## config.mk

```make
export PLATFORM = sky130hd
export DESIGN_NAME = rx_ring_buffer_drop_oldest
export DESIGN_NICKNAME = d
export VERILOG_FILES = /design/src/rtl/rxrb_pkg.sv /design/src/rtl/rxrb_ram.sv /design/src/rtl/rx_ring_buffer_drop_oldest.sv
export SDC_FILE = /design/constraint.sdc
export NUM_CORES = 1
export LEC_CHECK = 0
export BUFFER_PORTS_ARGS = -buffer_cell sky130_fd_sc_hd__clkbuf_2
export CORE_MARGIN = 2
export CORE_UTILIZATION = 35
export CTS_CLUSTER_SIZE = 28
export DETAILED_ROUTE_END_ITERATION = 8
export GPL_TIMING_DRIVEN = 0
export HOLD_SLACK_MARGIN = 0.15
export PLACE_DENSITY = 0.48
export SETUP_SLACK_MARGIN = 0.02
export SLEW_MARGIN = 20
export SYNTH_ARGS = -nofsm -noshare
export SYNTH_HDL_FRONTEND = slang
export SYNTH_SLANG_ARGS = --single-unit
```

## constraint.sdc

```tcl
create_clock -name clk -period 4 [get_ports clk]
set_input_delay 0 -clock clk [delete_from_list [all_inputs] [get_ports clk]]
set_output_delay 0 -clock clk [all_outputs]
set_load 0.005 [all_outputs]
```

## src/rtl/rxrb_pkg.sv

```systemverilog
// rxrb_pkg: types and constants shared by the receive ring buffer modules
`default_nettype none

package rxrb_pkg;

  localparam int BYTE_W = 8;
  localparam int FILL_W = 7;
  localparam int CNT_W  = 32;

  typedef enum logic [1:0] {
    MODE_PUSH  = 2'd0,
    MODE_POP   = 2'd1,
    MODE_FLUSH = 2'd2,
    MODE_CLEAR = 2'd3
  } mode_t;

  typedef struct packed {
    mode_t             mode;
    logic [BYTE_W-1:0] rx_byte;
  } in_t;

  typedef struct packed {
    logic [BYTE_W-1:0] read_byte;
    logic              was_empty;
    logic [FILL_W-1:0] fill_level;
    logic [CNT_W-1:0]  overflow_total;
  } out_t;

  // status carried beside the ram read while the read data is in flight
  typedef struct packed {
    logic              pop_ok;
    logic              was_empty;
    logic [FILL_W-1:0] fill_level;
    logic [CNT_W-1:0]  overflow_total;
  } stage_t;

endpackage

`default_nettype wire

```

## src/rtl/rxrb_ram.sv

```systemverilog
// rxrb_ram: generic single write port, single read port ram with registered read
`default_nettype none

module rxrb_ram #(
  parameter int WIDTH = 8,
  parameter int DEPTH = 128
) (
  input  wire logic                     clk,
  input  wire logic                     we,
  input  wire logic [$clog2(DEPTH)-1:0] waddr,
  input  wire logic [WIDTH-1:0]         wdata,
  input  wire logic                     re,
  input  wire logic [$clog2(DEPTH)-1:0] raddr,
  output      logic [WIDTH-1:0]         rdata
);

  logic [WIDTH-1:0] mem_r [DEPTH];
  logic [WIDTH-1:0] rdata_r;

  always_ff @(posedge clk) begin
    if (we) begin
      mem_r[waddr] <= wdata;
    end
    if (re) begin
      rdata_r <= mem_r[raddr];
    end
  end

  assign rdata = rdata_r;

endmodule

`default_nettype wire

```

## src/rtl/rx_ring_buffer_drop_oldest.sv

```systemverilog
// rx_ring_buffer_drop_oldest: receive byte ring with drop-oldest overflow and counter
// a result passes through the ram read stage, then the output register
// throughput: one transaction per cycle while in_stall is low; the single ram port pair sets this
// reset clears the pointers, the overflow counter and all valid flags at once;
//   the byte store is not cleared
`default_nettype none

module rx_ring_buffer_drop_oldest import rxrb_pkg::*; #(
  parameter int DEPTH = 128
) (
  input  wire logic clk,
  input  wire logic rst_n,
  input  wire logic in_valid,
  output      logic in_stall,
  input  wire in_t  in_data,
  output      logic out_valid,
  input  wire logic out_stall,
  output      out_t out_data
);

  localparam int PW = $clog2(DEPTH);

  logic [PW-1:0]     wr_ptr_r, wr_ptr_nxt;
  logic [PW-1:0]     rd_ptr_r, rd_ptr_nxt;
  logic [CNT_W-1:0]  drop_cnt_r, drop_cnt_nxt;
  logic [PW-1:0]     wr_ptr_inc, rd_ptr_inc, fill_diff;
  logic              empty, full;
  logic              in_acc, s1_adv, out_ready;
  logic              ram_we, ram_re;
  logic [BYTE_W-1:0] ram_rdata;
  logic              s1_valid_r;
  stage_t            s1_r, s1_nxt;
  logic              out_valid_r;
  out_t              out_data_r;

  assign out_ready = !out_valid_r || !out_stall;
  assign s1_adv    = s1_valid_r && out_ready;
  assign in_stall  = s1_valid_r && !out_ready;
  assign in_acc    = in_valid && !in_stall;

  assign wr_ptr_inc = wr_ptr_r + PW'(1);
  assign rd_ptr_inc = rd_ptr_r + PW'(1);
  assign empty      = (wr_ptr_r == rd_ptr_r);
  assign full       = (wr_ptr_inc == rd_ptr_r);

  always_comb begin
    wr_ptr_nxt   = wr_ptr_r;
    rd_ptr_nxt   = rd_ptr_r;
    drop_cnt_nxt = drop_cnt_r;
    ram_we       = 1'b0;
    ram_re       = 1'b0;
    s1_nxt       = '0;
    if (in_acc) begin
      unique case (in_data.mode)
        MODE_PUSH: begin
          // full ring: drop the oldest byte to make room
          if (full) begin
            rd_ptr_nxt   = rd_ptr_inc;
            drop_cnt_nxt = drop_cnt_r + CNT_W'(1);
          end
          ram_we     = 1'b1;
          wr_ptr_nxt = wr_ptr_inc;
        end
        MODE_POP: begin
          if (empty) begin
            s1_nxt.was_empty = 1'b1;
          end else begin
            ram_re        = 1'b1;
            s1_nxt.pop_ok = 1'b1;
            rd_ptr_nxt    = rd_ptr_inc;
          end
        end
        MODE_FLUSH: begin
          rd_ptr_nxt = wr_ptr_r;
        end
        MODE_CLEAR: begin
          drop_cnt_nxt = '0;
        end
        default: begin
        end
      endcase
    end
    fill_diff             = wr_ptr_nxt - rd_ptr_nxt;
    s1_nxt.fill_level     = FILL_W'(fill_diff);
    s1_nxt.overflow_total = drop_cnt_nxt;
  end

  rxrb_ram #(
    .WIDTH (BYTE_W),
    .DEPTH (DEPTH)
  ) u_store (
    .clk   (clk),
    .we    (ram_we),
    .waddr (wr_ptr_r),
    .wdata (in_data.rx_byte),
    .re    (ram_re),
    .raddr (rd_ptr_r),
    .rdata (ram_rdata)
  );

  always_ff @(posedge clk) begin
    if (!rst_n) begin
      wr_ptr_r    <= '0;
      rd_ptr_r    <= '0;
      drop_cnt_r  <= '0;
      s1_valid_r  <= 1'b0;
      out_valid_r <= 1'b0;
    end else begin
      wr_ptr_r   <= wr_ptr_nxt;
      rd_ptr_r   <= rd_ptr_nxt;
      drop_cnt_r <= drop_cnt_nxt;
      if (in_acc) begin
        s1_valid_r <= 1'b1;
      end else if (s1_adv) begin
        s1_valid_r <= 1'b0;
      end
      if (out_ready) begin
        out_valid_r <= s1_valid_r;
      end
    end
  end

  always_ff @(posedge clk) begin
    if (in_acc) begin
      s1_r <= s1_nxt;
    end
    if (s1_adv) begin
      out_data_r.read_byte      <= s1_r.pop_ok ? ram_rdata : '0;
      out_data_r.was_empty      <= s1_r.was_empty;
      out_data_r.fill_level     <= s1_r.fill_level;
      out_data_r.overflow_total <= s1_r.overflow_total;
    end
  end

  assign out_valid = out_valid_r;
  assign out_data  = out_data_r;

  // an empty pop leaves nothing in the ring
  assert property (@(posedge clk) disable iff (!rst_n)
    s1_valid_r && s1_r.was_empty |-> s1_r.fill_level == '0)
    else $error("empty pop reported nonzero fill level");

  // the counter moves up by one on every push into a full ring
  assert property (@(posedge clk) disable iff (!rst_n)
    in_acc && in_data.mode == MODE_PUSH && full |=>
      drop_cnt_r == $past(drop_cnt_r) + CNT_W'(1))
    else $error("overflow counter missed a dropped byte");

  // after a push the ring is never empty
  assert property (@(posedge clk) disable iff (!rst_n)
    in_acc && in_data.mode == MODE_PUSH |=> wr_ptr_r != rd_ptr_r)
    else $error("push left the ring empty");

  // input is held back only when both stages are occupied
  assert property (@(posedge clk) disable iff (!rst_n)
    in_stall |-> s1_valid_r && out_valid_r)
    else $error("input stalled with a free stage");

endmodule

`default_nettype wire

```

==> results of run 1 <==
## cell usage in the layout, fill, tap and decap left out, types with 9 or more instances in the layout
cell | synthesis | final
sky130_fd_sc_hd__a21oi_1 | 13 | 13
sky130_fd_sc_hd__and2_1 | 28 | 28
sky130_fd_sc_hd__buf_16 | 0 | 10
sky130_fd_sc_hd__buf_2 | 30 | 36
sky130_fd_sc_hd__buf_4 | 2 | 18
sky130_fd_sc_hd__bufinv_16 | 0 | 15
sky130_fd_sc_hd__clkbuf_1 | 51 | 39
sky130_fd_sc_hd__clkbuf_16 | 0 | 123
sky130_fd_sc_hd__clkbuf_2 | 0 | 81
sky130_fd_sc_hd__clkbuf_8 | 0 | 9
sky130_fd_sc_hd__clkinv_1 | 0 | 28
sky130_fd_sc_hd__clkinv_2 | 0 | 21
sky130_fd_sc_hd__dfxtp_1 | 48 | 45
sky130_fd_sc_hd__dlygate4sd3_1 | 0 | 19
sky130_fd_sc_hd__edfxtp_1 | 1121 | 1121
sky130_fd_sc_hd__ha_1 | 11 | 9
sky130_fd_sc_hd__inv_1 | 20 | 19
sky130_fd_sc_hd__mux2_2 | 9 | 9
sky130_fd_sc_hd__mux4_2 | 336 | 336
sky130_fd_sc_hd__nand2_1 | 44 | 43
sky130_fd_sc_hd__nand3_1 | 21 | 19
sky130_fd_sc_hd__nand4_1 | 11 | 11
sky130_fd_sc_hd__nor2_1 | 203 | 170
sky130_fd_sc_hd__nor2_2 | 1 | 32
sky130_fd_sc_hd__nor2b_1 | 13 | 13
sky130_fd_sc_hd__o21ai_0 | 11 | 10
sky130_fd_sc_hd__xnor2_1 | 31 | 30
sky130_fd_sc_hd__xor2_1 | 20 | 20
## cell usage after synthesis (6+ instances only)
| cell | instances | share of area, % |
|---|---|---|
| sky130_fd_sc_hd__a21oi_1 | 13 | 0.14 |
| sky130_fd_sc_hd__and2_1 | 28 | 0.39 |
| sky130_fd_sc_hd__and3_1 | 7 | 0.096 |
| sky130_fd_sc_hd__buf_1 | 20 | 0.17 |
| sky130_fd_sc_hd__buf_2 | 30 | 0.33 |
| sky130_fd_sc_hd__clkbuf_1 | 51 | 0.42 |
| sky130_fd_sc_hd__dfxtp_1 | 48 | 2.1 |
| sky130_fd_sc_hd__edfxtp_1 | 1121 | 74 |
| sky130_fd_sc_hd__ha_1 | 11 | 0.30 |
| sky130_fd_sc_hd__inv_1 | 20 | 0.17 |
| sky130_fd_sc_hd__mux2_2 | 9 | 0.22 |
| sky130_fd_sc_hd__mux4_2 | 336 | 17 |
| sky130_fd_sc_hd__nand2_1 | 44 | 0.36 |
| sky130_fd_sc_hd__nand3_1 | 21 | 0.23 |
| sky130_fd_sc_hd__nand4_1 | 11 | 0.15 |
| sky130_fd_sc_hd__nor2_1 | 203 | 1.7 |
| sky130_fd_sc_hd__nor2b_1 | 13 | 0.18 |
| sky130_fd_sc_hd__nor3_1 | 6 | 0.066 |
| sky130_fd_sc_hd__o21ai_0 | 11 | 0.12 |
| sky130_fd_sc_hd__or3_1 | 6 | 0.083 |
| sky130_fd_sc_hd__xnor2_1 | 31 | 0.60 |
| sky130_fd_sc_hd__xor2_1 | 20 | 0.39 |
## logic make-up after synthesis
kind of cell    count (synthesis)  synth area share [%]
fa+ha+maj                      14                 0.391
mux                           350                  17.0
buf+inv                       127                  1.20
flops                        1169                  76.1
compound gates                 50                 0.718
simple gates                  360                  3.61
xor+xnor                       51                 0.982
## how the worst max path moves through the flow
stage / start / end / slack (ns) / depth (start not counted)
5_1_grt: wr_ptr_r[0]$_SDFF_PN0_ / s1_r[38]$_DFFE_PP_ / -0.12 / 16
3_3_place_gp: out_valid$_SDFFE_PN0P_ / u_store.mem_r[33][1]$_DFFE_PP_ / -1.62 / 8
2_1_floorplan: wr_ptr_r[0]$_SDFF_PN0_ / s1_r[38]$_DFFE_PP_ / 0.28 / 16
6_report: wr_ptr_r[0]$_SDFF_PN0_ / s1_r[38]$_DFFE_PP_ / 0.11 / 16
3_5_place_dp: rd_ptr_r[1]$_SDFF_PN0_ / u_store.rdata[5]$_DFFE_PP_ / -0.84 / 7
4_1_cts: out_valid$_SDFFE_PN0P_ / u_store.mem_r[127][0]$_DFFE_PP_ / 0.02 / 6
## flip-flops by register name, summed over array words and instances (netlist names)
name           cells
drop_cnt_r        32
out_data          48
out_valid          1
rd_ptr_r           7
s1_r              41
s1_valid_r         1
u_store.mem_r   1024
u_store.rdata      8
wr_ptr_r           7
## cell type report
cell class	count	share of cell area, %
tap	1742	4.12
buffer	104	1.04
timing repair buffer	111	1.92
sequential	1169	65.5
clock buffer	143	5.98
multi-input combinational	825	19.8
clock inverter	80	1.50
antenna	2	0.00947
inverter	21	0.149
## stage by stage
step | total power (µW) | setup TNS [ns]
floorplan | 13900 | 0
global placement | 14300 | -726.02
detailed placement | 14300 | -123.89
CTS | 25600 | 0
global route | 26100 | -0.117
finish | 25300 | 0
## layer usage
metal / vias up / wire (µm) / global-route usage (%)
met1: 11800 / 51300 / 24.9
met4: 0 / 1990 / 4.18
li1: 9225 / - / -
met2: 605 / 57900 / 29.5
met3: 133 / 6390 / 2.90
met5: - / 0 / 0
## what timing repair did
action / CTS / global route
pin swaps: 6 / 3
hold endpoints to repair: 1140 / 0
setup endpoints to repair: 584 / 220
gates cloned: 0 / 0
buffers inserted: 14 / 2
resized for setup: 51 / 34
hold buffers: 19 / 0
## report_power, final
part / internal (µW) / total (µW) / leakage [µW] / switching [µW]
clock network: 6580 / 11300 / 0.00193 / 4690
logic: 199 / 603 / 0.00357 / 404
registers: 13500 / 13500 / 0.0105 / 15.0
total: 20200 / 25300 / 0.0160 / 5110
## worst register-to-register path, cell delays in order, from the launching register on
cell                       delay, ns
sky130_fd_sc_hd__dfxtp_1        0.36
sky130_fd_sc_hd__ha_2           0.29
sky130_fd_sc_hd__xor2_1         0.16
sky130_fd_sc_hd__a211oi_2       0.22
sky130_fd_sc_hd__o211ai_1       0.16
sky130_fd_sc_hd__or3_4          0.39
sky130_fd_sc_hd__a211o_1        0.36
sky130_fd_sc_hd__mux2i_1        0.15
sky130_fd_sc_hd__a21oi_1        0.12
sky130_fd_sc_hd__ha_2           0.21
sky130_fd_sc_hd__fa_2           0.37
sky130_fd_sc_hd__inv_1          0.06
sky130_fd_sc_hd__a21oi_1        0.07
sky130_fd_sc_hd__maj3_1         0.37
sky130_fd_sc_hd__o21ai_1        0.10
sky130_fd_sc_hd__a31oi_1        0.12
sky130_fd_sc_hd__xnor2_1        0.13
==> qor.log, run 1 <==
INFO  grt            wire_length_of_the_first_global_routing_pass=167mm
INFO  min_path       worstHoldPathCells=3
INFO  status         outcome=completed
INFO  worst_setup_path crit_buf_inv=1
INFO  timing         tightestPinTransition=1.08ns
INFO  floorplanning  initial_core_util=35.2%
INFO  timing         endpoints_failing_hold=0
INFO  timing         timing.final.crit_period=3.89ns
INFO  timing         final_max_slew_viol_count=0
INFO  clock_tree     cts_buffer_depth=3
INFO  drt            totalWireLength=118mm
INFO  clock_tree     ctsRootBufferMaster=sky130_fd_sc_hd__clkbuf_16
INFO  yosys          synth_area_per_cell=21.4µm²
INFO  finish         final-seq-area=0.0346mm²
INFO  placement      place.detailed.instances=3938
INFO  job            drv_cap=0
INFO  placement      port_buffers=63
INFO  power          p_leak=0.0160µW
INFO  finish         post-route-util=40.9%
INFO  floorplanning  dieArea=0.133mm²
INFO  worst_setup_path worstReg2RegStart=wr_ptr_r[0]$_SDFF_PN0_
INFO  floorplanning  core_footprint=0.129mm²
INFO  timing         finalCritPeriodShare=97.3%
INFO  drt            drt_drc_violations_left=0
INFO  worst_setup_path critical_path.cell_chain=ha_2 -> xor2_1 -> a211oi_2 -> o211ai_1 -> or3_4 -> a211o_1 -> mux2i_1 -> a21oi_1 -> ha_2 -> fa_2 -> inv_1 -> a21oi_1 -> maj3_1 -> o21ai_1 -> a31oi_1 -> xnor2_1
INFO  yosys          count_of_mapped_cells_out_of_synthesis=2121
INFO  grt            vias_in_the_first_global_route=22400
INFO  min_path       worst_hold_startpoint=out_stall
INFO  worst_setup_path critPathArrivalTime=4.38ns
INFO  worst_setup_path nature_of_the_critical_path_endpoint=flip-flop
INFO  worst_setup_path crit_path_max_fanout=4
INFO  grt            grt_usage=17.9%
INFO  finish         post_route_cells_drive_above_1_share=30.4%
INFO  yosys          synth-warning-count=0
INFO  drt            avg_vias_per_cell=5.19
INFO  yosys          post_synth_instance_area=0.0455mm²
INFO  worst_setup_path cp_top_family=adder cells
INFO  worst_setup_path delay_of_the_slowest_critical_path_stage=0.39ns
INFO  floorplanning  std_cell_rows=132
INFO  power          cellPowerDensity=479mW/mm²
INFO  clock_tree     cts_sinks=1169
INFO  power          vdd.ir_drop.worst=392µV
INFO  yosys          postSynthRegisterBits=1169
INFO  floorplanning  die_w=364µm
INFO  timing         rsz0062_at_grt=yes
INFO  worst_setup_path required_time_reported_for_the_critical_path_endpoint=4.48ns
INFO  finish         final_nets=2379
INFO  floorplanning  boundaryPins=64
INFO  placement      globalplace.congestion=0.817
INFO  timing         worst_hold_slack=0.252ns
INFO  timing         worst_clock_skew=0.0397ns
INFO  timing         final.setup.worst_slack=0.109ns
INFO  min_path       holdPathEnd=out_data[33]$_DFFE_PP_
INFO  yosys          async_flop_share=0%
INFO  clock_tree     cts_tree=done
INFO  drt            firstDrtPassIters=5
INFO  finish         postLayoutCellArea=0.0529mm²
INFO  min_path       hold_path.class=input port to flip-flop
INFO  worst_setup_path worst_path_max_delay_cell=sky130_fd_sc_hd__or3_4
INFO  worst_setup_path ff_to_ff_path_depth=16
INFO  grt            grt_max_degree=97
INFO  grt            grt_antenna_before_repair=1
INFO  yosys          synth_sequential_area_ratio=76.1%
INFO  yosys          synth_edf_count=1121
INFO  placement      dpl_worst_slack=-0.837ns
INFO  worst_setup_path critical_path.startpoint_type=flip-flop
INFO  drt            violation_count_after_the_first_detailed_route_iteration=1975
INFO  placement      hpwl=77.5mm
INFO  clock_tree     cts_made_buffers=121
INFO  drt            final_antenna_net_count=0
INFO  worst_setup_path reg2reg_setup_slack=0.11ns
INFO  yosys          dominantRegCellSynth=sky130_fd_sc_hd__edfxtp_1
INFO  worst_setup_path setup.worst_path.class=flip-flop to flip-flop
INFO  finish         fillers=11400
INFO  timing         setup_viol=0
INFO  yosys          synthesis.nets=2147
INFO  finish         area_of_the_multi_input_gates=0.0105mm²
INFO  placement      detailed_place.area=0.0484mm²
INFO  finish         finalNonFillerCells=4197
INFO  finish         syn_to_final_growth=16.2%
INFO  clock_tree     clock_insertion_delay_worst_skew=0.74ns
INFO  drt            routedWlPerCell=28.0µm
INFO  clock_tree     h_tree_level_count=3
INFO  grt            globalRoute.totalOverflow=0
INFO  worst_setup_path regToRegEndpoint=s1_r[38]$_DFFE_PP_
INFO  yosys          netlist-cell-type-count=56
INFO  timing         max_freq=257MHz
INFO  floorplanning  die_y=364µm
INFO  clock_tree     clk_pin_slew=0.07ns
INFO  timing         max_transition_margin=28.0%
INFO  drt            total_number_of_vias=21800
Power figures use the tool's default switching activity.
==> run 2, diff against run 1 <==
MAX_ROUTING_LAYER = met4   (was default)
SYNTH_HIERARCHICAL = 1   (was default)
==> qor.log, run 2 <==
INFO  status         outcome=completed [unchanged]
INFO  finish         syn_to_final_growth=17.2% [was 16.2%]
INFO  power          netsw=5110µW [about the same]
INFO  timing         worst_hold_slack=0.193ns [was 0.252 ns]
INFO  yosys          synth_common_cells=sky130_fd_sc_hd__edfxtp_1, sky130_fd_sc_hd__mux4_2, sky130_fd_sc_hd__nor2_1 [unchanged]
INFO  grt            vias_in_the_first_global_route=22900 [was 22400]
INFO  yosys          postSynthRegisterBits=1169 [unchanged]
INFO  finish         most-common-layout-cells=sky130_fd_sc_hd__edfxtp_1, sky130_fd_sc_hd__mux4_2, sky130_fd_sc_hd__clkbuf_16 [was sky130_fd_sc_hd__edfxtp_1, sky130_fd_sc_hd__mux4_2, sky130_fd_sc_hd__nor2_1]
INFO  yosys          synth_area_per_cell=21.3µm² [was 21.4 µm²]
INFO  floorplanning  die_y=366µm [was 364 µm]
INFO  yosys          synth_top_area_share=73.5% [was 74.0%]
INFO  clock_tree     cts_buffer_depth=3 [unchanged]
INFO  clock_tree     cts_tree=done [unchanged]
INFO  yosys          synth-warning-count=6 [was 0]
INFO  clock_tree     h_tree_level_count=3 [unchanged]
INFO  timing         max_freq=250MHz [was 257 MHz]
INFO  timing         rsz0062_at_grt=yes [unchanged]
INFO  power          p_leak=0.0161µW [was 0.0160 µW]
INFO  floorplanning  die_w=366µm [was 364 µm]
INFO  drt            drt_drc_violations_left=0 [unchanged]
INFO  finish         largest_reg_flops=1024 [unchanged]
INFO  finish         final_nets=2416 [was 2379]
INFO  finish         post_route_cells_drive_above_1_share=33.2% [was 30.4%]
INFO  drt            avg_vias_per_cell=5.29 [was 5.19]
INFO  yosys          post_synth_instance_area=0.0458mm² [was 0.0455 mm²]
INFO  timing         setup_viol=0 [unchanged]
INFO  drt            routedWlPerCell=28.0µm [about the same]
INFO  finish         fillers=11300 [was 11400]
INFO  yosys          count_of_mapped_cells_out_of_synthesis=2156 [was 2121]
INFO  power          vdd.ir_drop.worst=352µV [was 392 µV]
INFO  worst_setup_path required_time_reported_for_the_critical_path_endpoint=4.46ns [was 4.48 ns]
INFO  yosys          dominantRegCellSynth=sky130_fd_sc_hd__edfxtp_1 [unchanged]
INFO  clock_tree     cts_sinks=1169 [unchanged]
INFO  min_path       hold_path.class=input port to flip-flop [unchanged]
INFO  grt            grt_usage=18.1% [was 17.9%]
INFO  timing         max_transition_margin=28.2% [was 28.0%]
INFO  floorplanning  dieArea=0.134mm² [was 0.133 mm²]
INFO  yosys          synth_sequential_area_ratio=75.6% [was 76.1%]
INFO  worst_setup_path reg2reg_setup_slack=0.0005ns [was 0.11 ns]
INFO  placement      port_buffers=63 [unchanged]
INFO  drt            total_number_of_vias=22400 [was 21800]
INFO  power          share_seq_of_total_power=53.6% [was 53.1%]
INFO  timing         final_max_slew_viol_count=0 [unchanged]
INFO  grt            globalRoute.totalOverflow=0 [unchanged]
INFO  floorplanning  std_cell_rows=132 [unchanged]
INFO  timing         worst_clock_skew=0.0263ns [was 0.0397 ns]
INFO  floorplanning  initial_core_util=35.3% [was 35.2%]
INFO  timing         endpoints_failing_hold=0 [unchanged]
INFO  timing         timing.final.crit_period=4.00ns [was 3.89 ns]
INFO  yosys          post_synth_main_area_contributors=sky130_fd_sc_hd__edfxtp_1, sky130_fd_sc_hd__mux4_2, sky130_fd_sc_hd__dfxtp_1 [unchanged]
INFO  yosys          synth_most_common_cell=sky130_fd_sc_hd__edfxtp_1 [unchanged]
INFO  placement      globalplace.congestion=0.839 [was 0.817]
INFO  finish         top_register=u_store/mem_r [was u_store.mem_r]
INFO  job            drv_cap=0 [unchanged]
INFO  drt            totalWireLength=118mm [about the same]
INFO  finish         postLayoutCellArea=0.0537mm² [was 0.0529 mm²]
INFO  worst_setup_path critPathArrivalTime=4.46ns [was 4.38 ns]
INFO  clock_tree     cts_made_buffers=117 [was 121]
INFO  placement      detailed_place.area=0.0488mm² [was 0.0484 mm²]
INFO  drt            final_antenna_net_count=0 [unchanged]
INFO  drt            firstDrtPassIters=5 [unchanged]
INFO  power          swShare=20.3% [was 20.2%]
INFO  floorplanning  core_footprint=0.130mm² [was 0.129 mm²]
INFO  clock_tree     ctsRootBufferMaster=sky130_fd_sc_hd__clkbuf_16 [unchanged]
INFO  finish         mostFrequentLayoutCell=sky130_fd_sc_hd__edfxtp_1 [unchanged]
INFO  worst_setup_path setup.worst_path.class=flip-flop to flip-flop [unchanged]
INFO  floorplanning  boundaryPins=64 [unchanged]
INFO  worst_setup_path crit_path_max_fanout=6 [was 4]
INFO  grt            grt_max_degree=121 [was 97]
INFO  timing         tightestPinTransition=1.07ns [was 1.08 ns]
INFO  grt            wire_length_of_the_first_global_routing_pass=168mm [was 167 mm]
INFO  placement      dpl_worst_slack=-1.01ns [was -0.837 ns]
INFO  worst_setup_path nature_of_the_critical_path_endpoint=flip-flop [unchanged]
INFO  timing         finalCritPeriodShare=100% [was 97.3%]
INFO  yosys          synthesis.nets=2182 [was 2147]
INFO  yosys          synth_edf_count=1121 [unchanged]
INFO  grt            grt_antenna_before_repair=10 [was 1]
INFO  power          share_comb_of_total_power=2.8% [was 2.4%]
INFO  worst_setup_path critical_path.startpoint_type=flip-flop [unchanged]
INFO  power          power_report.internal_total=20000µW [was 20200 µW]
INFO  drt            violation_count_after_the_first_detailed_route_iteration=2123 [was 1975]
INFO  yosys          yosysTopAreaCell=sky130_fd_sc_hd__edfxtp_1 [unchanged]
INFO  yosys          async_flop_share=0% [unchanged]
INFO  placement      hpwl=78.6mm [was 77.5 mm]
INFO  power          clock_power_share=43.6% [was 44.5%]
INFO  yosys          netlist-cell-type-count=66 [was 56]
INFO  timing         final.setup.worst_slack=0.000453ns [was 0.109 ns]
INFO  clock_tree     clk_pin_slew=0.06ns [was 0.07 ns]
INFO  power          cellPowerDensity=468mW/mm² [was 479 mW/mm²]
INFO  clock_tree     clock_insertion_delay_worst_skew=0.73ns [was 0.74 ns]
run 2: changes by cell type in the layout (fill, tap and decap cells not counted), sizes merged, moves of 4 or more:
| cell | delta |
|---|---|
| buf | +6 |
| nor3 | +18 |
| nand2b | +4 |
| nor2b | +6 |
| and2 | +5 |
| mux2i | -4 |
| xor2 | +5 |
| nand4 | +5 |
| nand3 | +7 |
| nor2 | -20 |
run 2: path summary, 6_finish.rpt:
kind	endpoint	depth (start not counted)	start
worst max register to register	s1_r[38]$_DFFE_PP_	17	rd_ptr_r[6]$_SDFF_PN0_
worst min-delay path	u_store/mem_r[108][1]$_DFFE_PP_	2	in_data[1]
worst min register to register	out_data[6]$_DFFE_PP_	0	s1_r[6]$_DFFE_PP_
worst max-delay path	s1_r[38]$_DFFE_PP_	17	rd_ptr_r[6]$_SDFF_PN0_
run 2: routing by layer:
metal / vias to the layer above / wire length (µm) / GRT usage (%)
met5: - / 0 / -
met4: 0 / 2420 / 4.32
met3: 132 / 7070 / 3.49
met2: 736 / 59600 / 29.4
met1: 12100 / 49300 / 23.6
li1: 9398 / - / -
run 2: stage by stage:
| stage | total power, µW | utilization, % | setup TNS, ns | instances |
|---|---|---|---|---|
| after detailed placement | 14400 | 37.6 | -75.05 | 3976 |
| after floorplan | 14000 | - | 0 | 2156 |
| after global placement | 14400 | 37.3 | -1253.51 | 3961 |
| after global routing | 25900 | 41.4 | -0.824 | 4230 |
| final | 25100 | 41.4 | 0 | 4231 |
| after CTS | 25400 | 41.0 | -5.35 | 4217 |
run 2: cells by family after synthesis:
logic type                 count (synthesis)  synth area share (%)
DFF                                     1169                  75.6
and+or+nand+nor                          380                  3.97
adders and majority gates                 12                 0.344
muxes                                    345                  16.7
xor gates and xnor gates                  54                  1.03
buffers and inverters                    134                  1.37
AOI/OAI and AO/OA                         62                 0.988
run 2: cell type report:
cell class                 instances  area, µm²  area share (%)
tap                             1742       2180            4.06
clock inverter                    75        751            1.40
inverter                          23       86.3           0.161
multi-input combinational        853      11300            21.0
buffer                           111        646            1.20
antenna                            1       2.50         0.00466
sequential                      1169      34700            64.5
timing repair buffer             115       1050            1.95
clock buffer                     142       3050            5.69
run 2: critical path, cell delays in order, from the launching register on:
cell and delay [ns]:
sky130_fd_sc_hd__dfxtp_2 0.35, sky130_fd_sc_hd__buf_4 0.17, sky130_fd_sc_hd__xor2_1 0.17, sky130_fd_sc_hd__or4b_4 0.56, sky130_fd_sc_hd__nand4_1 0.15, sky130_fd_sc_hd__a31oi_1 0.12
sky130_fd_sc_hd__or2_4 0.29, sky130_fd_sc_hd__a22o_1 0.18, sky130_fd_sc_hd__o22a_1 0.20, sky130_fd_sc_hd__ha_2 0.20, sky130_fd_sc_hd__fa_2 0.41, sky130_fd_sc_hd__inv_2 0.08
sky130_fd_sc_hd__a21oi_4 0.06, sky130_fd_sc_hd__nor2_4 0.15, sky130_fd_sc_hd__a211oi_2 0.06, sky130_fd_sc_hd__nor3_2 0.27, sky130_fd_sc_hd__a311oi_2 0.15, sky130_fd_sc_hd__xor2_1 0.18
run 2: power by group through the flow:
stage	logic, µW	registers (µW)	clock network (µW)
3_3_place_gp	614	13800	0
2_1_floorplan	277	13700	0
4_1_cts	709	13500	11200
3_5_place_dp	679	13700	0
5_1_grt	762	13500	11700
6_report	711	13500	10900
run 2: repair_timing:
| action | CTS | global route |
|---|---|---|
| endpoints found under the hold margin | 1181 | 0 |
| gates cloned | 0 | 0 |
| resized for setup | 137 | 96 |
| pin swaps | 7 | 23 |
| setup endpoints to repair | 636 | 611 |
| hold buffers | 20 | 0 |
| setup buffers | 4 | 13 |
==> run 3, diff against run 2 <==
GPL_TIMING_DRIVEN = default   (was 0)
SYNTH_HIERARCHICAL = default   (was 1)
==> qor.log, run 3 (same netlist as run 1, synthesis figures left out) <==
INFO  timing         max_transition_margin=18.3% [was 28.2%]
INFO  floorplanning  initial_core_util=35.2% [was 35.3%]
INFO  clock_tree     clock_insertion_delay_worst_skew=0.74ns [was 0.73 ns]
INFO  power          vdd.ir_drop.worst=371µV [was 352 µV]
INFO  grt            grt_max_degree=145 [was 121]
INFO  grt            wire_length_of_the_first_global_routing_pass=158mm [was 168 mm]
INFO  power          p_leak=0.0160µW [was 0.0161 µW]
INFO  job            drv_cap=0 [unchanged]
INFO  power          share_seq_of_total_power=52.4% [was 53.6%]
INFO  clock_tree     cts_made_buffers=130 [was 117]
INFO  drt            total_number_of_vias=21400 [was 22400]
INFO  finish         final-seq-area=0.0346mm² [was 0.0347 mm²]
INFO  placement      port_buffers=63 [unchanged]
INFO  timing         max_freq=266MHz [was 250 MHz]
INFO  worst_setup_path required_time_reported_for_the_critical_path_endpoint=4.47ns [was 4.46 ns]
INFO  floorplanning  dieArea=0.133mm² [was 0.134 mm²]
INFO  worst_setup_path worstReg2RegStart=wr_ptr_r[4]$_SDFF_PN0_ [was rd_ptr_r[6]$_SDFF_PN0_]
INFO  finish         area_of_the_multi_input_gates=0.0104mm² [was 0.0113 mm²]
INFO  power          swShare=19.9% [was 20.3%]
INFO  finish         final_nets=2352 [was 2416]
INFO  finish         post_route_cells_drive_above_1_share=29.3% [was 33.2%]
INFO  worst_setup_path worst_path_max_delay_cell=sky130_fd_sc_hd__dfxtp_1 [was sky130_fd_sc_hd__or4b_4]
INFO  grt            vias_in_the_first_global_route=22200 [was 22900]
INFO  timing         rsz0062_at_grt=no [was yes]
INFO  grt            grt_usage=17.1% [was 18.1%]
INFO  timing         final_max_slew_viol_count=0 [unchanged]
INFO  worst_setup_path setup.worst_path.end=s1_r[38]$_DFFE_PP_ [unchanged]
INFO  power          netsw=5120µW [was 5110 µW]
INFO  worst_setup_path crit_path_max_fanout=7 [was 6]
INFO  finish         syn_to_final_growth=16.0% [was 17.2%]
INFO  timing         timing.final.crit_period=3.76ns [was 4.00 ns]
INFO  status         outcome=completed [unchanged]
INFO  worst_setup_path nature_of_the_critical_path_endpoint=flip-flop [unchanged]
INFO  worst_setup_path setup.worst_path.class=flip-flop to flip-flop [unchanged]
INFO  floorplanning  die_w=364µm [was 366 µm]
INFO  timing         endpoints_failing_hold=0 [unchanged]
INFO  clock_tree     cts_sinks=1169 [unchanged]
INFO  drt            routedWlPerCell=26.2µm [was 28.0 µm]
INFO  placement      dpl_worst_slack=0.0912ns [was -1.01 ns]
INFO  drt            firstDrtPassIters=5 [unchanged]
INFO  power          cellPowerDensity=487mW/mm² [was 468 mW/mm²]
INFO  worst_setup_path critical_path.most_common_cell=sky130_fd_sc_hd__a21oi_1 [was sky130_fd_sc_hd__xor2_1]
INFO  clock_tree     cts_buffer_depth=3 [unchanged]
INFO  clock_tree     post-cts-setup-buffers=0 [was 4]
INFO  drt            violation_count_after_the_first_detailed_route_iteration=1987 [was 2123]
INFO  clock_tree     ctsRootBufferMaster=sky130_fd_sc_hd__clkbuf_16 [unchanged]
INFO  clock_tree     h_tree_level_count=4 [was 3]
INFO  worst_setup_path crit_cells=15 [was 17]
INFO  timing         fin_tns_setup=0ns [unchanged]
INFO  finish         largest_reg_flops=1024 [unchanged]
INFO  finish         most-common-layout-cells=sky130_fd_sc_hd__edfxtp_1, sky130_fd_sc_hd__mux4_2, sky130_fd_sc_hd__nor2_1 [was sky130_fd_sc_hd__edfxtp_1, sky130_fd_sc_hd__mux4_2, sky130_fd_sc_hd__clkbuf_16]
INFO  timing         worst_clock_skew=0.0274ns [was 0.0263 ns]
INFO  power          share_comb_of_total_power=2.2% [was 2.8%]
INFO  worst_setup_path regToRegEndpoint=s1_r[38]$_DFFE_PP_ [unchanged]
INFO  finish         fillers=11400 [was 11300]
INFO  floorplanning  std_cell_rows=132 [unchanged]
INFO  worst_setup_path reg2reg_setup_slack=0.24ns [was 0.0005 ns]
INFO  drt            drt_drc_violations_left=0 [unchanged]
INFO  placement      globalplace.congestion=0.798 [was 0.839]
INFO  floorplanning  boundaryPins=64 [unchanged]
INFO  timing         final.setup.worst_slack=0.238ns [was 0.000453 ns]
INFO  timing         tightestPinTransition=1.23ns [was 1.07 ns]
INFO  worst_setup_path ff_to_ff_path_depth=15 [was 17]
INFO  floorplanning  die_y=364µm [was 366 µm]
INFO  placement      hpwl=64.5mm [was 78.6 mm]
INFO  clock_tree     cts_tree=done [unchanged]
INFO  worst_setup_path cp_top_family=compound AO/OA/AOI/OAI gates [was simple AND/OR/NAND/NOR gates]
INFO  finish         post-route-util=40.9% [was 41.4%]
INFO  worst_setup_path critical_path.startpoint=wr_ptr_r[4]$_SDFF_PN0_ [was rd_ptr_r[6]$_SDFF_PN0_]
INFO  clock_tree     clk_pin_slew=0.06ns [about the same]
INFO  worst_setup_path delay_of_the_slowest_critical_path_stage=0.55ns [was 0.56 ns]
INFO  worst_setup_path critical_path.cell_chain=xor2_1 -> a211oi_1 -> o211ai_1 -> or3_4 -> a211o_4 -> mux2i_1 -> a21oi_1 -> ha_2 -> fa_2 -> inv_1 -> a21oi_1 -> maj3_1 -> o21ai_1 -> a31oi_1 -> xnor2_1 [was buf_4 -> xor2_1 -> or4b_4 -> nand4_1 -> a31oi_1 -> or2_4 -> a22o_1 -> o22a_1 -> ha_2 -> fa_2 -> inv_2 -> a21oi_4 -> nor2_4 -> a211oi_2 -> nor3_2 -> a311oi_2 -> xor2_1]
INFO  worst_setup_path critical_path.startpoint_type=flip-flop [unchanged]
INFO  drt            totalWireLength=109mm [was 118 mm]
INFO  timing         finalCritPeriodShare=94.0% [was 100%]
INFO  grt            grt_antenna_before_repair=2 [was 10]
INFO  drt            final_antenna_net_count=0 [unchanged]
INFO  finish         mostFrequentLayoutCell=sky130_fd_sc_hd__edfxtp_1 [unchanged]
INFO  power          clock_power_share=45.4% [was 43.6%]
INFO  finish         top_register=u_store.mem_r [was u_store/mem_r]
INFO  grt            globalRoute.totalOverflow=0 [unchanged]
INFO  worst_setup_path critPathArrivalTime=4.23ns [was 4.46 ns]
INFO  floorplanning  core_footprint=0.129mm² [was 0.130 mm²]
INFO  worst_setup_path crit_buf_inv=1 [was 2]
INFO  drt            avg_vias_per_cell=5.13 [was 5.29]
INFO  power          power_report.internal_total=20600µW [was 20000 µW]
INFO  timing         setup_viol=0 [unchanged]
INFO  min_path       hold_path.class=input port to flip-flop [unchanged]
-- run 3: power by group through the flow --
| stage | clock [µW] | combinational, µW | sequential (µW) |
|---|---|---|---|
| after floorplan | 0 | 215 | 13700 |
| after global placement | 0 | 529 | 13700 |
| after detailed placement | 0 | 547 | 13700 |
| after CTS | 12000 | 563 | 13500 |
| after global routing | 12400 | 604 | 13500 |
| final | 11700 | 555 | 13500 |
-- run 3: how the worst min path moves through the flow --
stage,from,cells past startpoint,to,slack [ns]
3_3_place_gp,out_stall,3,out_valid$_SDFFE_PN0P_,0.33
3_5_place_dp,out_stall,3,out_valid$_SDFFE_PN0P_,0.35
5_1_grt,in_data[5],2,u_store.mem_r[65][5]$_DFFE_PP_,0.25
4_1_cts,in_data[4],2,u_store.mem_r[58][4]$_DFFE_PP_,0.22
6_report,in_data[0],2,u_store.mem_r[91][0]$_DFFE_PP_,0.25
2_1_floorplan,in_data[0],0,u_store.mem_r[0][0]$_DFFE_PP_,0.1
-- run 3: metal layers --
layer	share of wire [%]	GRT usage [%]
met1	45	23.4
met4	1.8	4.50
met2	48	26.9
met5	0	-
met3	4.9	2.76
-- run 3: timing repair --
action,in CTS,in global routing
gates resized for setup,0,7
hold buffers,20,0
setup endpoints to repair,0,1
hold endpoints to repair,845,0
-- run 3: area by class of cell --
cell class	count	share of cell area, %
sequential	1169	65.6
clock inverter	65	1.19
tap	1742	4.13
clock buffer	158	6.66
inverter	21	0.149
antenna	3	0.0142
timing repair buffer	179	2.60
multi-input combinational	825	19.6
-- run 3: stage by stage --
stage	hold slack [ns]	area [µm²]	total power, µW	std cells
5_1_grt	0.247	52800	26500	4159
3_3_place_gp	0.326	48300	14300	3914
4_1_cts	0.216	52700	26000	4157
2_1_floorplan	0.0989	45500	13900	2121
6_report	0.253	52800	25700	4162
3_5_place_dp	0.348	48300	14300	3914
